### config.mk
export PLATFORM = sky130hd
export DESIGN_NAME = fifo_spq_wfq_packet_scheduler
export DESIGN_NICKNAME = d
export VERILOG_FILES = /design/src/sv/fswps_pkg.sv /design/src/sv/fswps_ram.sv /design/src/sv/fswps_div.sv /design/src/sv/fifo_spq_wfq_packet_scheduler.sv
export SDC_FILE = /design/constraint.sdc
export NUM_CORES = 2
export LEC_CHECK = 0
export BUFFER_PORTS_ARGS = -buffer_cell sky130_fd_sc_hd__buf_2
export CORE_ASPECT_RATIO = 0.8
export CORE_MARGIN = 10
export CORE_UTILIZATION = 45
export CTS_BUF_LIST = sky130_fd_sc_hd__clkbuf_4
export DETAILED_ROUTE_END_ITERATION = 8
export PLACE_DENSITY = 0.65
export SLEW_MARGIN = 25
export SYNTH_ARGS = -nofsm -noshare
export SYNTH_HDL_FRONTEND = slang
export SYNTH_SLANG_ARGS = --single-unit
### constraint.sdc
create_clock -name clk -period 9.8 [get_ports clk]
set_input_delay 0 -clock clk [delete_from_list [all_inputs] [get_ports clk]]
set_output_delay 0 -clock clk [all_outputs]
set_load 0.005 [all_outputs]
### src/sv/fswps_pkg.sv
// Package with shared types, constants and state codes of the packet scheduler.
`default_nettype none
package fswps_pkg;

    localparam int NUM_CLASSES_DEF    = 4;
    localparam int CLASS_DEPTH_DEF    = 16;
    localparam int TIME_FRAC_BITS_DEF = 8;
    localparam int RING_DEPTH         = 64;
    localparam int TIME_W             = 40;
    localparam int CFG_W              = 32;
    localparam int CFG_IDX_W          = 3;
    localparam int ENTRY_W            = 35;

    localparam logic [2:0] CFG_MODE    = 3'd0;
    localparam logic [2:0] CFG_FIFOLIM = 3'd1;
    localparam logic [2:0] CFG_CLIMITS = 3'd2;
    localparam logic [2:0] CFG_WEIGHTS = 3'd3;
    localparam logic [2:0] CFG_INUSE   = 3'd4;

    localparam logic [2:0] ST_ACCEPTED = 3'd0;
    localparam logic [2:0] ST_DROPPED  = 3'd1;
    localparam logic [2:0] ST_DEQUEUED = 3'd2;
    localparam logic [2:0] ST_EMPTY    = 3'd3;
    localparam logic [2:0] ST_INVALID  = 3'd4;

    localparam logic OP_ENQ = 1'b0;
    localparam logic OP_DEQ = 1'b1;

    localparam logic [1:0] MODE_FIFO = 2'd0;
    localparam logic [1:0] MODE_SPQ  = 2'd1;

    typedef struct packed {
        logic        opcode;
        logic [15:0] packet_tag;
        logic [2:0]  packet_class;
        logic [15:0] packet_size;
    } in_item_t;

    typedef struct packed {
        logic [2:0]  status;
        logic [15:0] out_tag;
        logic [2:0]  out_class;
        logic [15:0] out_size;
    } out_item_t;

    typedef enum logic [3:0] {
        S_IDLE,
        S_DECIDE,
        S_RD,
        S_RDWAIT,
        S_DIV,
        S_CMP,
        S_POP,
        S_POPWAIT,
        S_OUT
    } state_t;

    typedef struct packed {
        logic start;
        logic busy;
    } div_ctl_t;

endpackage
`default_nettype wire

### src/sv/fswps_ram.sv
// Generic single-port-write, registered-read memory.
`default_nettype none
module fswps_ram #(
    parameter int WIDTH = 35,
    parameter int DEPTH = 64
) (
    input  wire logic                     clk,
    input  wire logic                     we,
    input  wire logic [$clog2(DEPTH)-1:0] waddr,
    input  wire logic [WIDTH-1:0]         wdata,
    input  wire logic [$clog2(DEPTH)-1:0] raddr,
    output logic      [WIDTH-1:0]         rdata
);
    logic [WIDTH-1:0] mem [DEPTH];

    always_ff @(posedge clk)
    begin
        if (we)
        begin
            mem[waddr] <= wdata;
        end
        rdata <= mem[raddr];
    end
endmodule
`default_nettype wire

### src/sv/fswps_div.sv
// Shared restoring divider, one quotient bit per cycle.
`default_nettype none
module fswps_div #(
    parameter int NW = 32
) (
    input  wire logic                clk,
    input  wire logic                rst_n,
    input  wire logic                start,
    input  wire logic [NW-1:0]       num,
    input  wire logic [7:0]          den,
    output fswps_pkg::div_ctl_t      ctl,
    output logic      [NW-1:0]       quo
);
    localparam int CW = $clog2(NW + 1);

    logic [NW-1:0] quo_reg, quo_next;
    logic [7:0]    rem_reg, rem_next;
    logic [CW-1:0] cnt_reg, cnt_next;
    logic          busy_reg, busy_next;
    logic [7:0]    den_reg, den_next;
    logic [8:0]    trial;

    always_comb
    begin
        quo_next  = quo_reg;
        rem_next  = rem_reg;
        cnt_next  = cnt_reg;
        busy_next = busy_reg;
        den_next  = den_reg;
        trial     = {rem_reg, quo_reg[NW-1]};
        if (start)
        begin
            quo_next  = num;
            rem_next  = '0;
            cnt_next  = CW'(NW);
            busy_next = 1'b1;
            den_next  = den;
        end
        else if (busy_reg)
        begin
            if (trial >= {1'b0, den_reg})
            begin
                rem_next = 8'(trial - {1'b0, den_reg});
                quo_next = {quo_reg[NW-2:0], 1'b1};
            end
            else
            begin
                rem_next = trial[7:0];
                quo_next = {quo_reg[NW-2:0], 1'b0};
            end
            cnt_next = cnt_reg - 1'b1;
            if (cnt_reg == CW'(1))
            begin
                busy_next = 1'b0;
            end
        end
    end

    always_ff @(posedge clk or negedge rst_n)
    begin
        if (!rst_n)
        begin
            busy_reg <= 1'b0;
            cnt_reg  <= '0;
        end
        else
        begin
            busy_reg <= busy_next;
            cnt_reg  <= cnt_next;
        end
    end

    always_ff @(posedge clk)
    begin
        quo_reg <= quo_next;
        rem_reg <= rem_next;
        den_reg <= den_next;
    end

    assign ctl.start = start;
    assign ctl.busy  = busy_reg;
    assign quo       = quo_reg;
endmodule
`default_nettype wire

### src/sv/fifo_spq_wfq_packet_scheduler.sv
// Top level of the FIFO / strict-priority / weighted fair queuing packet scheduler.
// One item is handled at a time: in_stall is high from the accepting edge until the
// item's result beat is loaded into the output register, which waits while an earlier
// beat is still stalled. An enqueue or an empty FIFO dequeue goes from the decide state
// straight to the output state, a FIFO dequeue passes through the pop and pop-wait
// states, and a strict-priority dequeue scans the classes one at a time up to the one
// served (through all of them when all are empty) before the pop. A weighted fair
// queuing dequeue reads each class head through the one packet memory read port and
// runs the one shared bit-serial divider of 16+TIME_FRAC_BITS steps on each non-empty
// class and skips each empty class. Packets live in one memory of
// max(64, NUM_CLASSES*CLASS_DEPTH) entries that needs no clearing after reset.
`default_nettype none
module fifo_spq_wfq_packet_scheduler #(
    parameter int NUM_CLASSES    = fswps_pkg::NUM_CLASSES_DEF,
    parameter int CLASS_DEPTH    = fswps_pkg::CLASS_DEPTH_DEF,
    parameter int TIME_FRAC_BITS = fswps_pkg::TIME_FRAC_BITS_DEF
) (
    input  wire logic                            clk,
    input  wire logic                            rst_n,
    input  wire logic                            in_valid,
    output logic                                 in_stall,
    input  wire fswps_pkg::in_item_t             in_data,
    output logic                                 out_valid,
    input  wire logic                            out_stall,
    output fswps_pkg::out_item_t                 out_data,
    input  wire logic                            cfg_we,
    input  wire logic [fswps_pkg::CFG_IDX_W-1:0] cfg_index,
    input  wire logic [fswps_pkg::CFG_W-1:0]     cfg_value
);
    localparam int STORE  = (NUM_CLASSES * CLASS_DEPTH > fswps_pkg::RING_DEPTH) ?
                            NUM_CLASSES * CLASS_DEPTH : fswps_pkg::RING_DEPTH;
    localparam int AW     = $clog2(STORE);
    localparam int CIW    = (NUM_CLASSES > 1) ? $clog2(NUM_CLASSES) : 1;
    localparam int PW     = (CLASS_DEPTH > 1) ? $clog2(CLASS_DEPTH) : 1;
    localparam int CNTW   = $clog2(CLASS_DEPTH + 1);
    localparam int NW     = 16 + TIME_FRAC_BITS;
    localparam int TW     = fswps_pkg::TIME_W;
    localparam int RW     = $clog2(fswps_pkg::RING_DEPTH);

    fswps_pkg::state_t state_reg, state_next;

    logic [1:0]  mode_reg;
    logic [6:0]  fifo_limit_reg;
    logic [19:0] climits_reg;
    logic [31:0] weights_reg;
    logic [2:0]  inuse_reg;

    logic [PW-1:0]   head_reg [NUM_CLASSES];
    logic [PW-1:0]   tail_reg [NUM_CLASSES];
    logic [CNTW-1:0] cnt_reg  [NUM_CLASSES];
    logic [TW-1:0]   lastfin_reg [NUM_CLASSES];
    logic [RW-1:0]   ring_head_reg, ring_tail_reg;
    logic [6:0]      ring_count_reg;
    logic [TW-1:0]   vclock_reg;

    fswps_pkg::in_item_t  item_reg;
    fswps_pkg::out_item_t res_reg, res_next;
    logic                 out_valid_reg;

    logic [CIW-1:0] scan_reg, scan_next;
    logic           found_reg, found_next;
    logic [CIW-1:0] best_reg, best_next;
    logic [TW-1:0]  best_tag_reg, best_tag_next;
    logic [TW-1:0]  start_reg;

    // Memory ports.
    logic                                we;
    logic [AW-1:0]                       waddr, raddr;
    logic [fswps_pkg::ENTRY_W-1:0]       wdata, rdata;

    // Divider.
    logic            div_start;
    logic [NW-1:0]   div_quo;
    fswps_pkg::div_ctl_t div_ctl;
    logic [7:0]      cur_weight;

    logic            in_acc;
    logic [CIW-1:0]  cls_idx;
    logic            cls_bad;
    logic [4:0]      cls_lim;
    logic            cls_full;
    logic [6:0]      ring_lim;
    logic            last_scan;
    logic [TW:0]     fin_sum;
    logic [TW-1:0]   fin;
    logic            do_enq, do_pop_cls, do_pop_ring, do_wfq_upd;

    assign in_acc = in_valid && !in_stall;

    fswps_ram #(.WIDTH(fswps_pkg::ENTRY_W), .DEPTH(STORE)) u_store (
        .clk   (clk),
        .we    (we),
        .waddr (waddr),
        .wdata (wdata),
        .raddr (raddr),
        .rdata (rdata)
    );

    fswps_div #(.NW(NW)) u_div (
        .clk   (clk),
        .rst_n (rst_n),
        .start (div_start),
        .num   ({rdata[34:19], {TIME_FRAC_BITS{1'b0}}}),
        .den   (cur_weight),
        .ctl   (div_ctl),
        .quo   (div_quo)
    );

    function automatic logic [4:0] lim_of(input logic [19:0] lims, input int c);
        logic [4:0] l;
        l = 5'(CLASS_DEPTH);
        if (c < 4)
        begin
            l = lims[5*c +: 5];
            if (32'(l) > CLASS_DEPTH)
            begin
                l = 5'(CLASS_DEPTH);
            end
        end
        return l;
    endfunction

    always_comb
    begin
        cls_idx  = CIW'(item_reg.packet_class - 3'd1);
        cls_bad  = (item_reg.packet_class == 3'd0) ||
                   (item_reg.packet_class > inuse_reg) ||
                   (32'(item_reg.packet_class) > NUM_CLASSES);
        cls_lim  = lim_of(climits_reg, 32'(cls_idx));
        cls_full = 32'(cnt_reg[cls_idx]) >= 32'(cls_lim);
        ring_lim = (fifo_limit_reg > 7'(fswps_pkg::RING_DEPTH)) ?
                   7'(fswps_pkg::RING_DEPTH) : fifo_limit_reg;
        last_scan = (32'(scan_reg) == NUM_CLASSES - 1);
        cur_weight = 8'd1;
        if (32'(scan_reg) < 4)
        begin
            cur_weight = weights_reg[8*scan_reg +: 8];
            if (cur_weight == 8'd0)
            begin
                cur_weight = 8'd1;
            end
        end
        fin_sum = {1'b0, start_reg} + (TW+1)'(div_quo);
        fin     = fin_sum[TW] ? {TW{1'b1}} : fin_sum[TW-1:0];
    end

    // Next state.
    always_comb
    begin
        state_next = state_reg;
        unique case (state_reg)
            fswps_pkg::S_IDLE:
            begin
                if (in_acc)
                begin
                    state_next = fswps_pkg::S_DECIDE;
                end
            end
            fswps_pkg::S_DECIDE:
            begin
                if (item_reg.opcode == fswps_pkg::OP_ENQ)
                begin
                    state_next = fswps_pkg::S_OUT;
                end
                else if (mode_reg == fswps_pkg::MODE_FIFO)
                begin
                    state_next = (ring_count_reg == 7'd0) ? fswps_pkg::S_OUT
                                                           : fswps_pkg::S_POP;
                end
                else
                begin
                    state_next = fswps_pkg::S_RD;
                end
            end
            fswps_pkg::S_RD:
            begin
                if (cnt_reg[scan_reg] != '0)
                begin
                    state_next = (mode_reg == fswps_pkg::MODE_SPQ) ? fswps_pkg::S_POP
                                                                  : fswps_pkg::S_RDWAIT;
                end
                else if (last_scan)
                begin
                    state_next = found_reg ? fswps_pkg::S_POP : fswps_pkg::S_OUT;
                end
            end
            fswps_pkg::S_RDWAIT:
            begin
                state_next = fswps_pkg::S_DIV;
            end
            fswps_pkg::S_DIV:
            begin
                if (!div_ctl.busy && !div_ctl.start)
                begin
                    state_next = fswps_pkg::S_CMP;
                end
            end
            fswps_pkg::S_CMP:
            begin
                state_next = last_scan ? fswps_pkg::S_POP : fswps_pkg::S_RD;
            end
            fswps_pkg::S_POP:
            begin
                state_next = fswps_pkg::S_POPWAIT;
            end
            fswps_pkg::S_POPWAIT:
            begin
                state_next = fswps_pkg::S_OUT;
            end
            fswps_pkg::S_OUT:
            begin
                if (!out_valid_reg || !out_stall)
                begin
                    state_next = fswps_pkg::S_IDLE;
                end
            end
            default:
            begin
                state_next = fswps_pkg::S_IDLE;
            end
        endcase
    end

    // Outputs and datapath control.
    always_comb
    begin
        we            = 1'b0;
        waddr         = '0;
        wdata         = {item_reg.packet_size, item_reg.packet_class, item_reg.packet_tag};
        raddr         = '0;
        div_start     = 1'b0;
        scan_next     = scan_reg;
        found_next    = found_reg;
        best_next     = best_reg;
        best_tag_next = best_tag_reg;
        res_next      = res_reg;
        do_enq        = 1'b0;
        do_pop_cls    = 1'b0;
        do_pop_ring   = 1'b0;
        do_wfq_upd    = 1'b0;
        unique case (state_reg)
            fswps_pkg::S_IDLE:
            begin
                scan_next  = '0;
                found_next = 1'b0;
                best_next  = '0;
            end
            fswps_pkg::S_DECIDE:
            begin
                res_next = '0;
                if (item_reg.opcode == fswps_pkg::OP_ENQ)
                begin
                    if (cls_bad)
                    begin
                        res_next.status = fswps_pkg::ST_INVALID;
                    end
                    else if (mode_reg == fswps_pkg::MODE_FIFO)
                    begin
                        if (ring_count_reg >= ring_lim)
                        begin
                            res_next.status = fswps_pkg::ST_DROPPED;
                        end
                        else
                        begin
                            we     = 1'b1;
                            waddr  = AW'(ring_tail_reg);
                            do_enq = 1'b1;
                        end
                    end
                    else if (cls_full)
                    begin
                        res_next.status = fswps_pkg::ST_DROPPED;
                    end
                    else
                    begin
                        we     = 1'b1;
                        waddr  = AW'(32'(cls_idx) * CLASS_DEPTH + 32'(tail_reg[cls_idx]));
                        do_enq = 1'b1;
                    end
                end
                else
                begin
                    res_next.status = fswps_pkg::ST_EMPTY;
                end
            end
            fswps_pkg::S_RD:
            begin
                raddr = AW'(32'(scan_reg) * CLASS_DEPTH + 32'(head_reg[scan_reg]));
                if (cnt_reg[scan_reg] != '0)
                begin
                    if (mode_reg == fswps_pkg::MODE_SPQ)
                    begin
                        best_next  = scan_reg;
                        found_next = 1'b1;
                    end
                end
                else if (!last_scan)
                begin
                    scan_next = scan_reg + 1'b1;
                end
            end
            fswps_pkg::S_RDWAIT:
            begin
                div_start = 1'b1;
            end
            fswps_pkg::S_CMP:
            begin
                if (!found_reg || fin < best_tag_reg)
                begin
                    found_next    = 1'b1;
                    best_next     = scan_reg;
                    best_tag_next = fin;
                end
                if (!last_scan)
                begin
                    scan_next = scan_reg + 1'b1;
                end
            end
            fswps_pkg::S_POP:
            begin
                if (mode_reg == fswps_pkg::MODE_FIFO)
                begin
                    raddr       = AW'(ring_head_reg);
                    do_pop_ring = 1'b1;
                end
                else
                begin
                    raddr      = AW'(32'(best_reg) * CLASS_DEPTH + 32'(head_reg[best_reg]));
                    do_pop_cls = 1'b1;
                    do_wfq_upd = (mode_reg != fswps_pkg::MODE_SPQ);
                end
            end
            fswps_pkg::S_POPWAIT:
            begin
                res_next.status    = fswps_pkg::ST_DEQUEUED;
                res_next.out_tag   = rdata[15:0];
                res_next.out_class = rdata[18:16];
                res_next.out_size  = rdata[34:19];
            end
            default:
            begin
            end
        endcase
    end

    always_ff @(posedge clk or negedge rst_n)
    begin
        if (!rst_n)
        begin
            state_reg      <= fswps_pkg::S_IDLE;
            mode_reg       <= fswps_pkg::MODE_FIFO;
            fifo_limit_reg <= 7'd64;
            climits_reg    <= 20'd541200;
            weights_reg    <= 32'd16843009;
            inuse_reg      <= 3'd4;
            ring_head_reg  <= '0;
            ring_tail_reg  <= '0;
            ring_count_reg <= '0;
            vclock_reg     <= '0;
            out_valid_reg  <= 1'b0;
            scan_reg       <= '0;
            found_reg      <= 1'b0;
            best_reg       <= '0;
            for (int i = 0; i < NUM_CLASSES; i++)
            begin
                head_reg[i]    <= '0;
                tail_reg[i]    <= '0;
                cnt_reg[i]     <= '0;
                lastfin_reg[i] <= '0;
            end
        end
        else
        begin
            state_reg <= state_next;
            scan_reg  <= scan_next;
            found_reg <= found_next;
            best_reg  <= best_next;
            if (cfg_we)
            begin
                unique case (cfg_index)
                    fswps_pkg::CFG_MODE:    mode_reg       <= cfg_value[1:0];
                    fswps_pkg::CFG_FIFOLIM: fifo_limit_reg <= cfg_value[6:0];
                    fswps_pkg::CFG_CLIMITS: climits_reg    <= cfg_value[19:0];
                    fswps_pkg::CFG_WEIGHTS: weights_reg    <= cfg_value[31:0];
                    fswps_pkg::CFG_INUSE:   inuse_reg      <= cfg_value[2:0];
                    default:
                    begin
                    end
                endcase
            end
            if (do_enq)
            begin
                if (mode_reg == fswps_pkg::MODE_FIFO)
                begin
                    ring_tail_reg  <= ring_tail_reg + 1'b1;
                    ring_count_reg <= ring_count_reg + 1'b1;
                end
                else
                begin
                    tail_reg[cls_idx] <= (32'(tail_reg[cls_idx]) + 1 >= CLASS_DEPTH) ?
                                         '0 : tail_reg[cls_idx] + 1'b1;
                    cnt_reg[cls_idx]  <= cnt_reg[cls_idx] + 1'b1;
                end
            end
            if (do_pop_ring)
            begin
                ring_head_reg  <= ring_head_reg + 1'b1;
                ring_count_reg <= ring_count_reg - 1'b1;
            end
            if (do_pop_cls)
            begin
                head_reg[best_reg] <= (32'(head_reg[best_reg]) + 1 >= CLASS_DEPTH) ?
                                      '0 : head_reg[best_reg] + 1'b1;
                cnt_reg[best_reg]  <= cnt_reg[best_reg] - 1'b1;
            end
            if (do_wfq_upd)
            begin
                vclock_reg            <= best_tag_reg;
                lastfin_reg[best_reg] <= best_tag_reg;
            end
            if (state_reg == fswps_pkg::S_OUT && state_next == fswps_pkg::S_IDLE)
            begin
                out_valid_reg <= 1'b1;
            end
            else if (out_valid_reg && !out_stall)
            begin
                out_valid_reg <= 1'b0;
            end
        end
    end

    always_ff @(posedge clk)
    begin
        if (in_acc)
        begin
            item_reg <= in_data;
        end
        best_tag_reg <= best_tag_next;
        if (state_reg == fswps_pkg::S_RDWAIT)
        begin
            start_reg <= (vclock_reg > lastfin_reg[scan_reg]) ? vclock_reg
                                                              : lastfin_reg[scan_reg];
        end
        if (state_reg == fswps_pkg::S_OUT && state_next == fswps_pkg::S_IDLE)
        begin
            out_data <= res_reg;
        end
        res_reg <= res_next;
    end

    assign in_stall  = (state_reg != fswps_pkg::S_IDLE);
    assign out_valid = out_valid_reg;
endmodule
`default_nettype wire
==> metrics.yaml <==
global_routing:
  grt_start_max_net_pins: 154
  antenna_found_initial: 46
  grt_pass1_wl_mm: 505.2
  grtUsageTotal_pct: 24.27
  grt_pass1_vias: 74170
  overflow: 0
worst_setup_path:
  slowest_stage: "nor2_4"
  worstPathMaxFanout: 22
  required_ns: 10.77
  r2r-start: "item_reg[16]"
  critical_path_class: "reg2reg"
  cp-endpoint: "u_store.mem[61][20]"
  start_kind: "register"
  crit_chain: "inv_1, ha_1, mux4_2, inv_1, nand2_1, ha_1, a21o_1, a21o_1, a21o_1, a211o_1, buf_4, inv_1, a22oi_1, nor2_1, nand2_1, nor2_4, buf_4"
  cp-startpoint: "item_reg[16]"
  critPathMaxStageDelay_ns: 0.88
  cp-end-kind: "register"
  rr_endpoint: "u_store.mem[61][20]"
  reg2regPathDepth: 17
  worstPathArrival_ns: 7.76
  rrSetupSlack_ns: 3.01
pwr:
  p_per_area_nw_per_um2: 250.2
  p_leak_nw: 50.14
  total_power_mw: 33.32
  ir_drop_v: 0.0002490
clock_tree:
  cts-root-buf: "clkbuf_4"
  cts.reportedPaths.clkPinSlew_ns: 0.06
  holdBufCountCts: 237
  cts.sinks: 2858
  postCtsSetupBuffers: 0
  cts_buffer_depth: 4
  cts_buffers: 684
  cts_tree: "built"
  clkLatencyLatePin_ns: 1.42
  postCtsResizedCells: 0
  htreeDepth: 6
timing:
  tns_ns: 0
  min_period_ns: 6.788
  clock.fmax_mhz: 147.3
  drv_slew: 0
  slew_headroom_pct: 16.07
  timing.final.ws_setup_ns: 3.012
  setup_violations: 0
  fin_worst_skew_ns: 0.1476
  hold_violations: 0
  tightest_slew_ns: 1.253
  rsz0062_at_grt: "no"
  layout_worst_path_cycle_share_pct: 69.26
  finalHoldWorstSlack_ns: 0.1500
yosys:
  synth_area_leaders: "edfxtp_1 (64%), dfrtp_1 (7.4%), nand2_1 (5.5%), mux2i_1 (4.1%), o21ai_0 (1.7%)"
  yosys.cell_count.top_type: "edfxtp_1"
  synthSimpleGateAreaFrac_pct: 9.843
  synthArstFlopShare_pct: 12.28
  yosysUniqueCellTypes: 83
  synth_edf_count: 2456
  synthCells: 8249
  synth-seq-cells: 2858
  syn_nets: 8472
  synth_top_area_share_pct: 63.54
  yosys-top-cells-count: "edfxtp_1 (2456), nand2_1 (1713), mux2i_1 (475), o21ai_0 (399), nand3_1 (363)"
  yosysWarnings: 0
  synth_compound_area_share_pct: 7.175
  muxShareOfSynthArea_pct: 6.444
  synth_xor_area_share_pct: 0.4603
  yosys.area.top_type: "edfxtp_1"
  synth_seq_area_share_pct: 72.00
  ys.flop_type: "edfxtp_1"
  avgSynthCellArea_um2: 14.07
  syn-cell-area_um2: 116100
  synth_top_family_by_area: "simple AND/OR/NAND/NOR gates"
  synth_fa_ha_area_share_pct: 1.604
place:
  gp_congestion: 0.9217
  post-place-ws_ns: 3.204
  port_buffers: 115
  hpwlAfterDp_mm: 210.7
route:
  vias_per_cell: 5.890
  ant_nets: 0
  vias: 76700
  drt_first_iter_violations: 11300
  finalWirelength_mm: 351.6
  firstDrtPassIters: 6
  drc: 0
  post_drt_wl_per_cell_um: 27.00
floorplanning:
  rows: 166
  start_util_pct: 45.29
  coreArea_um2: 256300
  ios: 116
  die_h_um: 474.3
  dieArea_um2: 278800
  die_w_um: 587.8
final_layout:
  nFillCells: 21230
  final_nets: 9270
  seqCellArea_um2: 83570
  syn_to_final_growth_pct: 14.75
  multiInputGateArea_um2: 30330
  final_util_pct: 51.97
  largest_reg_flops: 2240
  drive_gt1_share_pct: 18.24
run:
  cap_violations: 0
min_path:
  hold_path_class: "in2reg"
  hp-start: "in_data[17]"
  min_path_cells: 3
outcome:
  status: "finished clean"
[layout by cell type, fill, tap and decap left out, drive strengths merged, types with 24 or more instances in the layout]
cell type	synthesis	routed
a211oi	54	54
a21o	41	41
a21oi	130	130
a221oi	25	25
a31oi	193	193
a32oi	121	121
and2	82	82
and3	82	82
buf	304	351
clkbuf	172	1046
clkinv	1	125
dfrtp	341	341
dfxtp	51	51
dlygate4sd3	0	236
edfxtp	2456	2456
ha	144	144
inv	125	142
mux2	98	98
mux2i	475	475
mux4	72	72
nand2	1717	1717
nand3	363	363
nand4	74	74
nor2	175	175
nor2b	24	24
nor3	35	35
o2111ai	41	41
o21ai	411	411
o22ai	145	145
xnor2	40	40
[per-layer routing]
layer	GRT usage (%)	up-vias	wire (um)
met5	0	-	174
met4	9.107	26	13070
met3	7.633	669	47650
met2	34.69	4784	148500
met1	34.76	38200	142200
li1	-	33020	-
[worst min path at each step]
| stage | endpoint | slack, ns |
|---|---|---|
| after CTS | weights_reg[4] | 0.01 |
| after global placement | weights_reg[26] | 0.18 |
| after detailed placement | item_reg[25] | 0.18 |
| after global routing | fifo_limit_reg[5] | 0.11 |
| after floorplan | best_reg[0] | -0.30 |
| final | item_reg[17] | 0.15 |
[cell type report]
class,count,share of cell area [%]
sequential,2858,62.75
multi-input combinational,4789,22.77
clock buffer,1045,5.890
timing repair buffer,588,4.205
tap,3444,3.235
clock inverter,159,0.7694
inverter,126,0.3560
antenna,13,0.02443
[per-stage QoR]
stage | cells | instance area (um^2)
after floorplan | 8249 | 116100
after global placement | 11530 | 120900
final | 13020 | 133200
after global routing | 13010 | 133200
after CTS | 13010 | 133100
after detailed placement | 11570 | 121900
[where the power goes]
part	leakage [nW]	switching [mW]	internal [mW]
combinational	17.6	5.50	2.59
clock	5.29	4.80	5.19
sequential	27.2	0.677	14.5
[worst max-delay path, delay by kind of cell (launching register included)]
kind | cells | cell delay [ns]
fa+ha+maj | 2 | 1.17
simple gates | 4 | 2.14
mux | 1 | 0.44
compound gates | 5 | 0.97
buf+inv | 5 | 1.21
flops | 1 | 0.41
[cell families (layout without fill, tap and decap cells)]
kind of cell             after synthesis  count (layout)
adder cells (fa/ha/maj)              147             147
buffers and inverters                602            1918
AO/OA/AOI/OAI                       1293            1293
XOR/XNOR                              61              61
AND/OR/NAND/NOR                     2643            2643
other                                  0              13
multiplexers                         645             645
flip-flops                          2858            2858
Power figures use the tool's default switching activity.
